File: config.mk
export PLATFORM = sky130hd
export DESIGN_NAME = rlg_history
export DESIGN_NICKNAME = d
export VERILOG_FILES = /design/src/rlg_pkg.sv /design/src/rlg_history.sv
export SDC_FILE = /design/constraint.sdc
export NUM_CORES = 1
export LEC_CHECK = 0
export BUFFER_PORTS_ARGS = -buffer_cell sky130_fd_sc_hd__buf_2
export CELL_PAD_IN_SITES_DETAIL_PLACEMENT = 1
export CELL_PAD_IN_SITES_GLOBAL_PLACEMENT = 1
export CORE_ASPECT_RATIO = 0.75
export CORE_MARGIN = 3
export CORE_UTILIZATION = 33
export DETAILED_ROUTE_END_ITERATION = 10
export GPL_TIMING_DRIVEN = 0
export PLACE_DENSITY_LB_ADDON = 0.1
export SETUP_SLACK_MARGIN = 0.05
export SLEW_MARGIN = 25
export SYNTH_ARGS = -nofsm -noshare
export SYNTH_HDL_FRONTEND = slang
export SYNTH_SLANG_ARGS = --single-unit
File: constraint.sdc
create_clock -name clock -period 26.8 [get_ports clock]
set_input_delay 4.02 -clock clock [delete_from_list [all_inputs] [get_ports clock]]
set_output_delay 4.02 -clock clock [all_outputs]
set_load 0.01 [all_outputs]
File: src/rlg_pkg.sv
// Shared types, register indexes and reset values of the resistance learning gate.
`default_nettype none
package rlg_pkg;

   localparam int HISTORY_SLOTS = 3;

   localparam int CSR_INDEX_W = 3;
   localparam logic [CSR_INDEX_W-1:0] CSR_HISTORY_DEPTH   = 3'd0;
   localparam logic [CSR_INDEX_W-1:0] CSR_NOMINAL         = 3'd1;
   localparam logic [CSR_INDEX_W-1:0] CSR_REPEAT_DEV_MAX  = 3'd2;
   localparam logic [CSR_INDEX_W-1:0] CSR_CROSS_DEV_MAX   = 3'd3;
   localparam logic [CSR_INDEX_W-1:0] CSR_GUARD_RATIO     = 3'd4;
   localparam logic [CSR_INDEX_W-1:0] CSR_FALLBACK        = 3'd5;

   localparam logic [1:0]         DEPTH_RESET     = 2'd3;
   localparam logic [30:0]        NOMINAL_RESET   = 31'd100000;
   localparam logic [31:0]        REPEAT_RESET    = 32'd3277;
   localparam logic [31:0]        CROSS_RESET     = 32'd6554;
   localparam logic [24:0]        GUARD_RESET     = 25'd131072;
   localparam logic signed [31:0] FALLBACK_RESET  = 32'sd100000;

   localparam logic req_cmd_submit = 1'b0;
   localparam logic req_cmd_clear  = 1'b1;

   typedef struct packed {
      logic [1:0]         depth;
      logic [30:0]        nominal;
      logic [31:0]        repeat_max;
      logic [31:0]        cross_max;
      logic [24:0]        guard;
      logic signed [31:0] fallback;
   } cfg_type;

   typedef struct packed {
      logic               command;
      logic signed [31:0] static_resistance;
      logic               static_trusted;
      logic signed [31:0] dynamic_resistance;
      logic               dynamic_valid;
   } item_type;

   typedef struct packed {
      logic               full;
      logic signed [31:0] median;
      logic [31:0]        mad;
   } hist_type;

   typedef struct packed {
      logic adopted;
      logic repeat_fail;
      logic cross_fail;
      logic guard_fail;
      logic learned;
   } flags_type;

endpackage
`default_nettype wire

File: src/rlg_history.sv
// Three-slot measurement history with push, median and median absolute deviation.
`default_nettype none
module rlg_history (
   input  wire logic                clock,
   input  wire logic                reset,
   input  wire logic                commit,
   input  wire logic                clear,
   input  wire logic                push,
   input  wire logic [1:0]          depth,
   input  wire logic signed [31:0]  sample,
   output rlg_pkg::hist_type        hist
);

   logic signed [31:0] slot_ff [rlg_pkg::HISTORY_SLOTS];
   logic signed [31:0] slot_in [rlg_pkg::HISTORY_SLOTS];
   logic [31:0]        dev [rlg_pkg::HISTORY_SLOTS];
   logic [1:0]         fill_ff;
   logic [1:0]         fill_in;
   logic               full_old;
   logic [1:0]         base;
   logic signed [31:0] lo;
   logic signed [31:0] hi;
   logic signed [31:0] med;
   logic [31:0]        dlo;
   logic [31:0]        dhi;
   logic [31:0]        mad;
   logic signed [32:0] diff [rlg_pkg::HISTORY_SLOTS];
   logic signed [32:0] mag [rlg_pkg::HISTORY_SLOTS];

   // When the window is full the oldest entry drops out and the sample lands at depth-1.
   always_comb begin
      full_old = (fill_ff >= depth);
      base     = full_old ? (depth - 2'd1) : fill_ff;
      for (int i = 0; i < rlg_pkg::HISTORY_SLOTS; i++) begin
         slot_in[i] = slot_ff[i];
      end
      for (int i = 0; i < rlg_pkg::HISTORY_SLOTS - 1; i++) begin
         if (full_old && (2'(i + 1) < depth)) begin
            slot_in[i] = slot_ff[i + 1];
         end
      end
      for (int i = 0; i < rlg_pkg::HISTORY_SLOTS; i++) begin
         if (2'(i) == base) begin
            slot_in[i] = sample;
         end
      end
      fill_in = base + 2'd1;
   end

   always_comb begin
      lo  = (slot_in[0] < slot_in[1]) ? slot_in[0] : slot_in[1];
      hi  = (slot_in[0] < slot_in[1]) ? slot_in[1] : slot_in[0];
      med = (slot_in[2] < lo) ? lo : ((slot_in[2] > hi) ? hi : slot_in[2]);
      for (int i = 0; i < rlg_pkg::HISTORY_SLOTS; i++) begin
         diff[i] = {slot_in[i][31], slot_in[i]} - {med[31], med};
         mag[i]  = diff[i][32] ? -diff[i] : diff[i];
         dev[i]  = mag[i][31:0];
      end
      dlo = (dev[0] < dev[1]) ? dev[0] : dev[1];
      dhi = (dev[0] < dev[1]) ? dev[1] : dev[0];
      mad = (dev[2] < dlo) ? dlo : ((dev[2] > dhi) ? dhi : dev[2]);
      hist.full   = (fill_in == depth);
      hist.median = med;
      hist.mad    = mad;
   end

   always_ff @(posedge clock) begin
      if (reset || (commit && clear)) begin
         fill_ff <= 2'd0;
         for (int i = 0; i < rlg_pkg::HISTORY_SLOTS; i++) begin
            slot_ff[i] <= 32'sd0;
         end
      end else if (commit && push) begin
         fill_ff <= fill_in;
         for (int i = 0; i < rlg_pkg::HISTORY_SLOTS; i++) begin
            slot_ff[i] <= slot_in[i];
         end
      end
   end

endmodule
`default_nettype wire

==> results of run 1 <==
routing by layer:
layer / track usage (%) / vias to the layer above
met3: 5.08 / 72
met2: 42.7 / 708
met4: 4.27 / 0
li1: - / 10400
met5: 0 / -
met1: 43.4 / 11100
cell usage after synthesis, types with 7 or more instances:
library cell               instances  area (sq um)
sky130_fd_sc_hd__buf_2            13          65.1
sky130_fd_sc_hd__nor3_1           47           235
sky130_fd_sc_hd__nor2b_1          66           413
sky130_fd_sc_hd__nand4_1          43           269
sky130_fd_sc_hd__o21bai_1          9          67.6
sky130_fd_sc_hd__xor2_1           50           438
sky130_fd_sc_hd__a211oi_1         29           218
sky130_fd_sc_hd__edfxtp_1         96          2880
sky130_fd_sc_hd__a311oi_1          9          78.8
sky130_fd_sc_hd__nand3b_1          7          52.6
sky130_fd_sc_hd__or4_1             9          67.6
sky130_fd_sc_hd__nand3_1          46           230
sky130_fd_sc_hd__o211ai_1         14           105
sky130_fd_sc_hd__o22ai_1           8          50.1
sky130_fd_sc_hd__and3_1           18           113
sky130_fd_sc_hd__a21o_1           93           698
sky130_fd_sc_hd__o21ai_0         172           861
sky130_fd_sc_hd__nand2_1         180           676
sky130_fd_sc_hd__nor4_1           13          81.3
sky130_fd_sc_hd__mux2_2           14           158
sky130_fd_sc_hd__o21a_1           31           233
sky130_fd_sc_hd__mux2i_1         154          1540
sky130_fd_sc_hd__or2_2            15          93.8
sky130_fd_sc_hd__o31ai_1          19           143
sky130_fd_sc_hd__a31o_2            8          70.1
sky130_fd_sc_hd__inv_1           176           661
sky130_fd_sc_hd__a21oi_1         295          1480
sky130_fd_sc_hd__nor2_1          351          1320
sky130_fd_sc_hd__and2_1           10          62.6
sky130_fd_sc_hd__buf_1            22          82.6
sky130_fd_sc_hd__or3_1            18           113
sky130_fd_sc_hd__and4_1           10          87.6
sky130_fd_sc_hd__inv_2             7          26.3
sky130_fd_sc_hd__clkbuf_1         62           233
sky130_fd_sc_hd__ha_1            286          3580
sky130_fd_sc_hd__nor3b_1           7          52.6
sky130_fd_sc_hd__nand2b_1         42           263
sky130_fd_sc_hd__xnor2_1         112           981
sky130_fd_sc_hd__a31oi_1          32           200
kinds of logic after synthesis:
| kind of cell | count (synthesis) | synth area share (%) |
|---|---|---|
| adders and majority gates | 290 | 17.9 |
| muxes | 170 | 8.48 |
| buffers and inverters | 285 | 5.42 |
| DFF | 98 | 14.3 |
| AOI/OAI and AO/OA | 819 | 25.3 |
| and+or+nand+nor | 903 | 21.4 |
| xor gates and xnor gates | 164 | 7.12 |
cell type report:
class	count	area, sq um
antenna	1	2.50
buffer	99	835
clock buffer	9	225
clock inverter	7	85.1
fill	7485	36700
inverter	184	703
multi-input combinational	2346	17300
sequential	98	2920
tap	800	1000
timing repair buffer	157	967
stage by stage:
step,setup TNS (ns),std cells,cell area (sq um)
global placement,-240.32,3632,21900
global route,-1.45,3700,24100
finish,0,3701,24100
floorplan,0,2729,20400
detailed placement,-242.38,3633,21900
CTS,0,3661,23200
worst paths after layout:
path,from,endpoint,slack [ns],depth (start not counted)
worst min-delay path,fill_ff[1]$_SDFFE_PP0P_,fill_ff[1]$_SDFFE_PP0P_,0.51,2
worst min register to register,fill_ff[1]$_SDFFE_PP0P_,fill_ff[1]$_SDFFE_PP0P_,0.51,2
worst max-delay path,depth[0],hist[19],0.62,99
worst max register to register,fill_ff[0]$_SDFFE_PP0P_,slot_ff[0][90]$_SDFFCE_PN0P_,22.87,11
worst max-delay path, delay by kind of cell:
kind / cells / cell delay [ns]
muxes: 1 / 0.38
adders and majority gates: 9 / 2.41
and+or+nand+nor: 21 / 2.73
AOI/OAI and AO/OA: 47 / 8.68
buffers and inverters: 21 / 3.83
what timing repair did:
item	CTS	global route
cloned	0	1
pin swaps	21	34
endpoints found under the setup margin	32	32
gates resized for setup	279	166
buffers inserted	14	38
registers in the layout (all words and copies together) (netlist names):
name / flops
fill_ff: 2
slot_ff: 96
==> insert_results.sql, run 1 <==
INSERT INTO impl_metrics (metric_group, metric, value, unit) VALUES
('yosys', 'yosysUniqueCellTypes', '101', ''),
('floorplan', 'start_util', '33.5', '%'),
('timing', 'finalHoldViolations', '0', ''),
('cts', 'clk_root_buffer_cell', 'sky130_fd_sc_hd__clkbuf_16', ''),
('cells_and_area', 'most_frequent_cells_in_the_layout', '342 x sky130_fd_sc_hd__nor2_1, 278 x sky130_fd_sc_hd__ha_1, 247 x sky130_fd_sc_hd__a21oi_1', ''),
('route', 'drc_errors', '0', ''),
('timing', 'setup_viol_count_final', '0', ''),
('route', 'wl_met3', '7110', 'um'),
('route', 'number_of_vias_in_the_routed_layout', '22200', ''),
('floorplan', 'die-width', '293', 'um'),
('setup_path', 'start_kind', 'input pin', ''),
('yosys', 'ys_dominant_reg_cell', 'sky130_fd_sc_hd__edfxtp_1', ''),
('place', 'post-dp-hpwl', '80700', 'um'),
('cells_and_area', 'area_growth_syn_to_layout', '18.0', '%'),
('cts', 'tritoncts', 'yes', ''),
('timing', 'fmax', '0.0382', 'GHz'),
('cts', 'htree_num_levels', '3', ''),
('yosys', 'fraction_of_synthesis_flops_using_an_asynchronous_set_or_reset_pin', '0', '%'),
('floorplan', 'ports_placed_on_the_boundary', '104', ''),
('cells_and_area', 'share_of_post_route_cells_with_drive_strength_above_1', '16.3', '%'),
('min_path', 'hold_path_class', 'register to register', ''),
('place', 'gp_routability_congestion', '0.922', ''),
('timing', 'final_max_slew_viol_count', '0', ''),
('place', 'placement.setup.worst_slack', '-7.85', 'ns'),
('setup_path', 'crit_top_cell', 'sky130_fd_sc_hd__buf_4', ''),
('yosys', 'syn-mean-instance-area', '7.47', 'sq um'),
('setup_path', 'critical_path_class', 'input pin to output pin', ''),
('yosys', 'postSynthRegisterBits', '98', ''),
('timing', 'worst-slew-pin-transition', '1.26', 'ns'),
('grt', 'antenna_found_initial', '3', ''),
('floorplan', 'floorplan.die_area', '64800', 'sq um'),
('setup_path', 'critPathMaxStageDelay', '0.40', 'ns'),
('timing', 'finClkSkew', '0.0112', 'ns'),
('cts', 'clock_sink_count', '98', ''),
('route', 'viasPerCell', '6.00', ''),
('grt', 'grt_usage', '28.6', '%'),
('timing', 'timing.hold.ws', '0.511', 'ns'),
('cts', 'worst_skew_pair.late_latency', '0.37', 'ns'),
('yosys', 'synth_nets', '3057', ''),
('yosys', 'syn_inst', '2729', ''),
('place', 'place.port_buffers', '103', ''),
('timing', 'finalCritPeriodShare', '97.7', '%'),
('setup_path', 'worst_ep_required_time', '22.78', 'ns'),
('setup_path', 'path_max_fanout', '10', ''),
('setup_path', 'crit_path_top_delay_cell', 'sky130_fd_sc_hd__clkbuf_2', ''),
('route', 'drt_iter0_drc', '1906', ''),
('timing', 'setup_ws', '0.615', 'ns'),
('cts', 'clockBufferDepth', '2', ''),
('setup_path', 'arrival', '22.16', 'ns'),
('run', 'cap_viol_max_count', '0', ''),
('yosys', 'ys.warnings.count', '0', ''),
('cts', 'numCtsBuffers', '9', ''),
('yosys', 'yosysSeqAreaShare', '14.3', '%'),
('cts', 'cts.clk_slew.worst_paths', '0.07', 'ns'),
('route', 'wirelength', '96500', 'um'),
('grt', 'global_route.overflow_total', '0', ''),
('route', 'routed.top_layer', 'met4', ''),
('grt', 'grt_pass1_wl', '141000', 'um'),
('status', 'status', 'completed', ''),
('grt', 'pin_count_of_the_biggest_net_entering_global_routing', '76', ''),
('cells_and_area', 'fin_nets', '3223', ''),
('route', 'routed-wl-met2', '40300', 'um'),
('timing', 'layout_min_cycle_time', '26.18', 'ns'),
('floorplan', 'placement_rows', '78', ''),
('floorplan', 'die_h', '221', 'um'),
('cells_and_area', 'post-route-util', '39.6', '%'),
('route', 'detail_route.wl_per_cell', '26.1', 'um'),
('cts', 'postCtsHoldBufs', '0', ''),
('yosys', 'number_of_synthesized_flops_with_an_enable_pin', '96', ''),
('cells_and_area', 'commonest_non_fill_non_tap_cell_in_the_layout', 'sky130_fd_sc_hd__nor2_1', ''),
('route', 'detail_route.first_pass.iterations', '5', ''),
('grt', 'via_count_of_the_first_global_routing_pass', '21900', ''),
('route', 'detail-route-antenna-nets', '0', ''),
('route', 'met1_length', '47900', 'um'),
('setup_path', 'cp-end-kind', 'output pin', ''),
('timing', 'worst_slew_margin_rel', '15.0', '%'),
('floorplan', 'floorplan.core_area', '60800', 'sq um'),
('yosys', 'syn_area', '20400', 'sq um');
Power of run 1 is not shown: default switching activity piles up to over one toggle a cycle in this logic, so the estimate is an artifact.
==> inputs of run 2 (changes only) <==
--- a/config.mk
+++ b/config.mk
@@ -9,7 +9,6 @@
 export CELL_PAD_IN_SITES_DETAIL_PLACEMENT = 1
 export CELL_PAD_IN_SITES_GLOBAL_PLACEMENT = 1
 export CORE_ASPECT_RATIO = 0.75
-export CORE_MARGIN = 3
 export CORE_UTILIZATION = 33
 export DETAILED_ROUTE_END_ITERATION = 10
 export GPL_TIMING_DRIVEN = 0
==> insert_results.sql, run 2 (synthesis results as in run 1) <==
INSERT INTO impl_metrics (metric_group, metric, value, unit) VALUES
('setup_path', 'cp-end-kind', 'output pin', ''),
('cells_and_area', 'reg_top3', 'slot_ff x96, fill_ff x2', ''),
('cells_and_area', 'share_of_post_route_cells_with_drive_strength_above_1', '16.4', '%'),
('cts', 'tritoncts', 'yes', ''),
('grt', 'antenna_found_initial', '3', ''),
('cells_and_area', 'most_frequent_cells_in_the_layout', '345 x sky130_fd_sc_hd__nor2_1, 279 x sky130_fd_sc_hd__ha_1, 249 x sky130_fd_sc_hd__a21oi_1', ''),
('setup_path', 'start_kind', 'input pin', ''),
('cells_and_area', 'seq_area', '2920', 'sq um'),
('cells_and_area', 'largest_register', 'slot_ff', ''),
('timing', 'finalCritPeriodShare', '97.7', '%'),
('grt', 'via_count_of_the_first_global_routing_pass', '21900', ''),
('timing', 'timing.hold.ws', '0.568', 'ns'),
('min_path', 'hold_path_class', 'register to register', ''),
('min_path', 'min-delay-start', 'fill_ff[1]$_SDFFE_PP0P_', ''),
('floorplan', 'start_util', '33.5', '%'),
('grt', 'pin_count_of_the_biggest_net_entering_global_routing', '72', ''),
('cts', 'clockBufferDepth', '2', ''),
('floorplan', 'floorplan.die_area', '62800', 'sq um'),
('setup_path', 'crit_path_top_delay_cell', 'sky130_fd_sc_hd__mux2i_2', ''),
('place', 'place.port_buffers', '103', ''),
('route', 'detail_route.wl_per_cell', '26.0', 'um'),
('cts', 'htree_num_levels', '3', ''),
('cells_and_area', 'multi_input_area', '17300', 'sq um'),
('grt', 'grt_pass1_wl', '141000', 'um'),
('setup_path', 'worst_r2r_startpoint', 'fill_ff[0]$_SDFFE_PP0P_', ''),
('cts', 'clock_sink_count', '98', ''),
('floorplan', 'floorplan.core_area', '60800', 'sq um'),
('route', 'wirelength', '96600', 'um'),
('cells_and_area', 'fin_nets', '3233', ''),
('floorplan', 'ports_placed_on_the_boundary', '104', ''),
('cts', 'numCtsBuffers', '9', ''),
('run', 'cap_viol_max_count', '0', ''),
('timing', 'finalHoldViolations', '0', ''),
('status', 'status', 'completed', ''),
('route', 'number_of_vias_in_the_routed_layout', '22400', ''),
('floorplan', 'placement_rows', '78', ''),
('setup_path', 'arrival', '22.16', 'ns'),
('route', 'detail_route.first_pass.iterations', '7', ''),
('cts', 'postCtsHoldBufs', '0', ''),
('setup_path', 'path_max_fanout', '10', ''),
('timing', 'fmax', '0.0382', 'GHz'),
('cells_and_area', 'final-instance-count-excl-fill', '3710', ''),
('timing', 'worst-slew-pin-transition', '1.09', 'ns'),
('route', 'detail-route-antenna-nets', '0', ''),
('place', 'numPlacedInstances', '3633', ''),
('floorplan', 'die_h', '217', 'um'),
('route', 'drc_errors', '0', ''),
('route', 'viasPerCell', '6.04', ''),
('timing', 'layout_min_cycle_time', '26.18', 'ns'),
('cells_and_area', 'filler_cell_count', '7407', ''),
('setup_path', 'worst_setup_slack_for_register_to_register_paths', '22.74', 'ns'),
('timing', 'worst_slew_margin_rel', '26.7', '%'),
('timing', 'final_max_slew_viol_count', '0', ''),
('setup_path', 'worst_r2r_endpoint', 'slot_ff[0][92]$_SDFFCE_PN0P_', ''),
('cts', 'worst_skew_pair.late_latency', '0.37', 'ns'),
('setup_path', 'critical_path_class', 'input pin to output pin', ''),
('floorplan', 'die-width', '289', 'um'),
('timing', 'finClkSkew', '0.0132', 'ns'),
('timing', 'rsz0062_at_grt', 'true', ''),
('cells_and_area', 'largest_register_ffs', '96', ''),
('place', 'gp_routability_congestion', '0.954', ''),
('min_path', 'hold_path_depth', '2', ''),
('cts', 'clk_root_buffer_cell', 'sky130_fd_sc_hd__clkbuf_16', ''),
('setup_path', 'worst_ep_required_time', '22.78', 'ns'),
('cells_and_area', 'area_growth_syn_to_layout', '18.6', '%'),
('cells_and_area', 'num_antenna_cells', '0', ''),
('place', 'post-dp-hpwl', '81200', 'um'),
('cts', 'cts.clk_slew.worst_paths', '0.07', 'ns'),
('cells_and_area', 'commonest_non_fill_non_tap_cell_in_the_layout', 'sky130_fd_sc_hd__nor2_1', ''),
('min_path', 'worst_hold_path.endpoint', 'fill_ff[1]$_SDFFE_PP0P_', ''),
('grt', 'grt_usage', '30.0', '%'),
('setup_path', 'critPathMaxStageDelay', '0.41', 'ns'),
('route', 'drt_iter0_drc', '1879', ''),
('setup_path', 'reg2reg_depth', '11', ''),
('timing', 'setup_viol_count_final', '0', ''),
('grt', 'global_route.overflow_total', '0', ''),
('setup_path', 'crit_top_cell', 'sky130_fd_sc_hd__a21o_1', '');
## run 2: changes by cell type in the layout (fill, tap and decap cells not counted), sizes merged
cell / delta
clkinv: +3
inv: -3
diode: -1
buf: +11
clkinvlp: -1
## run 2: cell type report
cell class	instances	share of cell area (%)
inverters	184	2.91
multi-input cells	2346	71.7
repair buffers	167	4.35
flip-flops and latches	98	12.1
well taps	800	4.14
plain buffers	99	3.61
clock buffers	10	0.947
clock inverters	6	0.269
## run 2: worst max-delay path by stage
stage / start / to / slack [ns] / cells past startpoint
after CTS: depth[0] / hist[19] / 0.06 / 100
after floorplan: depth[0] / hist[3] / 1.29 / 95
after global placement: depth[1] / hist[29] / -8.05 / 90
after global routing: depth[0] / hist[30] / -0.1 / 97
final: depth[0] / hist[30] / 0.62 / 92
after detailed placement: depth[0] / hist[28] / -8.29 / 94
## run 2: timing repair
action | CTS | global route
resized for setup | 267 | 184
pin swaps | 19 | 41
setup buffers | 22 | 40
endpoints found under the setup margin | 32 | 32
cloned | 0 | 1
## run 2: worst max-delay path: cells and delay by family
family	cells	cell delay, ns
AO/OA/AOI/OAI	45	8.60
buffers and inverters	19	3.39
AND/OR/NAND/NOR	17	2.80
adder cells (fa/ha/maj)	8	2.38
multiplexers	3	0.92
## run 2: metrics by stage
step / setup WS (ns) / area [sq um] / util (%) / TNS (ns)
finish: 0.619 / 24200 / 39.8 / 0
global route: -0.0970 / 24200 / 39.8 / -0.871
CTS: 0.0579 / 23200 / 38.2 / 0
detailed placement: -8.29 / 21900 / 36.1 / -252.52
global placement: -8.05 / 21900 / 36.0 / -244.40
floorplan: 1.29 / 20400 / - / 0
## run 2: per-layer routing
| layer | track usage (%) | wire (um) | part of all wire, % |
|---|---|---|---|
| met1 | 44.6 | 47900 | 50 |
| met2 | 44.4 | 39800 | 41 |
| met3 | 5.89 | 7310 | 7.6 |
| met4 | 5.77 | 1610 | 1.7 |
| met5 | 0 | 13 | 0.013 |
Power of run 2 is left out for the same reason.
==> inputs of run 3 (changes only) <==
==> constraint.sdc (replaced) <==
create_clock -name clock -period 26.8 [get_ports clock]
set_input_delay 5.36 -clock clock [delete_from_list [all_inputs] [get_ports clock]]
set_output_delay 5.36 -clock clock [all_outputs]
set_load 0.01 [all_outputs]
==> insert_results.sql, run 3 (synthesis results as in run 1) <==
INSERT INTO impl_metrics (metric_group, metric, value, unit) VALUES
('status', 'status', 'complete, but fails checks', ''),
('status', 'violations', 'setup timing', ''),
('grt', 'pin_count_of_the_biggest_net_entering_global_routing', '67', ''),
('setup_path', 'crit_path_top_delay_cell', 'sky130_fd_sc_hd__or3_1', ''),
('route', 'number_of_vias_in_the_routed_layout', '23100', ''),
('cts', 'clockBufferDepth', '2', ''),
('cells_and_area', 'share_of_post_route_cells_with_drive_strength_above_1', '25.8', '%'),
('setup_path', 'crit_top_cell', 'sky130_fd_sc_hd__buf_12', ''),
('min_path', 'worst_hold_path.endpoint', 'fill_ff[1]$_SDFFE_PP0P_', ''),
('route', 'drc_errors', '0', ''),
('grt', 'global_route.overflow_total', '0', ''),
('timing', 'finalCritPeriodShare', '103', '%'),
('floorplan', 'die_h', '217', 'um'),
('timing', 'worst_slew_margin_rel', '18.1', '%'),
('timing', 'layout_min_cycle_time', '27.68', 'ns'),
('setup_path', 'critical_path_class', 'input pin to output pin', ''),
('timing', 'tns', '-24.48', 'ns'),
('setup_path', 'cp-end-kind', 'output pin', ''),
('route', 'detail-route-antenna-nets', '0', ''),
('setup_path', 'arrival', '22.32', 'ns'),
('setup_path', 'worst_setup_slack_for_register_to_register_paths', '22.51', 'ns'),
('cells_and_area', 'largest_register_ffs', '96', ''),
('floorplan', 'ports_placed_on_the_boundary', '104', ''),
('cts', 'clk_root_buffer_cell', 'sky130_fd_sc_hd__clkbuf_16', ''),
('min_path', 'hold_path_class', 'register to register', ''),
('floorplan', 'die-width', '289', 'um'),
('cells_and_area', 'most_frequent_cells_in_the_layout', '328 x sky130_fd_sc_hd__nor2_1, 249 x sky130_fd_sc_hd__ha_1, 206 x sky130_fd_sc_hd__a21oi_1', ''),
('route', 'detail_route.wl_per_cell', '26.7', 'um'),
('timing', 'fmax', '0.0361', 'GHz'),
('place', 'numPlacedInstances', '3634', ''),
('grt', 'antenna_found_initial', '2', ''),
('timing', 'finalHoldViolations', '0', ''),
('cells_and_area', 'area_growth_syn_to_layout', '33.7', '%'),
('floorplan', 'placement_rows', '78', ''),
('setup_path', 'reg2reg_depth', '12', ''),
('cts', 'clock_sink_count', '98', ''),
('setup_path', 'path_max_fanout', '10', ''),
('route', 'wirelength', '103000', 'um'),
('grt', 'grt_pass1_wl', '148000', 'um'),
('floorplan', 'start_util', '33.5', '%'),
('cells_and_area', 'multi_input_area', '18600', 'sq um'),
('timing', 'setup_ws', '-0.877', 'ns'),
('cells_and_area', 'filler_cell_count', '7275', ''),
('cells_and_area', 'num_antenna_cells', '0', ''),
('grt', 'via_count_of_the_first_global_routing_pass', '23000', ''),
('route', 'viasPerCell', '6.01', ''),
('min_path', 'min-delay-start', 'fill_ff[1]$_SDFFE_PP0P_', ''),
('cts', 'tritoncts', 'yes', ''),
('grt', 'grt_usage', '31.5', '%'),
('run', 'cap_viol_max_count', '0', ''),
('timing', 'rsz0062_at_grt', 'true', ''),
('route', 'drt_iter0_drc', '1699', ''),
('cts', 'numCtsBuffers', '9', ''),
('cts', 'htree_num_levels', '3', ''),
('place', 'place.port_buffers', '103', ''),
('floorplan', 'floorplan.die_area', '62800', 'sq um'),
('setup_path', 'worst_r2r_startpoint', 'fill_ff[0]$_SDFFE_PP0P_', ''),
('setup_path', 'critPathMaxStageDelay', '0.48', 'ns'),
('cells_and_area', 'post-route-util', '44.8', '%'),
('place', 'post-dp-hpwl', '79700', 'um'),
('cells_and_area', 'final-instance-count-excl-fill', '3852', ''),
('setup_path', 'start_kind', 'input pin', ''),
('cells_and_area', 'reg_top3', 'slot_ff x96, fill_ff x2', ''),
('timing', 'setup_viol_count_final', '32', ''),
('place', 'gp_routability_congestion', '0.958', ''),
('timing', 'final_max_slew_viol_count', '0', ''),
('min_path', 'hold_path_depth', '2', ''),
('floorplan', 'floorplan.core_area', '60800', 'sq um'),
('cts', 'postCtsHoldBufs', '0', ''),
('cts', 'cts.clk_slew.worst_paths', '0.06', 'ns'),
('timing', 'finClkSkew', '0.0113', 'ns'),
('cts', 'worst_skew_pair.late_latency', '0.38', 'ns'),
('cells_and_area', 'commonest_non_fill_non_tap_cell_in_the_layout', 'sky130_fd_sc_hd__nor2_1', ''),
('cells_and_area', 'fin_nets', '3375', ''),
('cells_and_area', 'largest_register', 'slot_ff', ''),
('route', 'detail_route.first_pass.iterations', '5', ''),
('cells_and_area', 'seq_area', '2920', 'sq um'),
('setup_path', 'worst_ep_required_time', '21.44', 'ns'),
('setup_path', 'worst_r2r_endpoint', 'slot_ff[0][67]$_SDFFCE_PN0P_', ''),
('timing', 'worst-slew-pin-transition', '1.22', 'ns');
run 3: area by class of cell:
type	count	share of cell area, %
inverter	184	2.63
buffer	97	4.53
clock buffer	14	0.969
multi-input combinational	2346	68.4
tap	800	3.67
timing repair buffer	311	9.01
clock inverter	2	0.0505
sequential	98	10.7
run 3: layer usage:
layer | global-route usage (%) | part of all wire [%] | up-vias | wire, um
met4 | 6.11 | 1.7 | 0 | 1770
li1 | - | - | 10600 | -
met5 | 0 | 0 | - | 0
met1 | 45.6 | 48 | 11600 | 49200
met3 | 7.20 | 7.9 | 90 | 8130
met2 | 47.5 | 42 | 783 | 43600
run 3: worst max path at each step:
stage	startpoint	to	slack, ns
final	depth[0]	hist[17]	-0.88
after global routing	depth[0]	hist[21]	-1.51
after CTS	depth[0]	hist[1]	-0.64
after detailed placement	depth[1]	hist[1]	-8.70
after global placement	depth[1]	hist[3]	-8.32
after floorplan	depth[0]	hist[3]	0.08
run 3: critical path, delay by kind of cell:
kind	cells	cell delay (ns)
AO/OA/AOI/OAI	36	7.54
multiplexers	2	0.58
adder cells (fa/ha/maj)	7	1.67
XOR/XNOR	2	0.53
buffers and inverters	22	3.30
AND/OR/NAND/NOR	23	3.24
run 3: through the flow:
stage,area (sq um),setup slack [ns],hold slack [ns]
after floorplan,20500,0.0814,0.445
after global placement,22000,-8.32,0.488
after detailed placement,22000,-8.70,0.489
after CTS,25800,-0.640,0.534
after global routing,27300,-1.51,0.569
final,27300,-0.877,0.541
run 3: timing repair:
item	4_1_cts	5_1_grt
gates cloned	11	4
pin swaps	119	101
setup buffers	129	64
endpoints found under the setup margin	32	32
gates resized for setup	575	207
Power of run 3 is left out for the same reason.
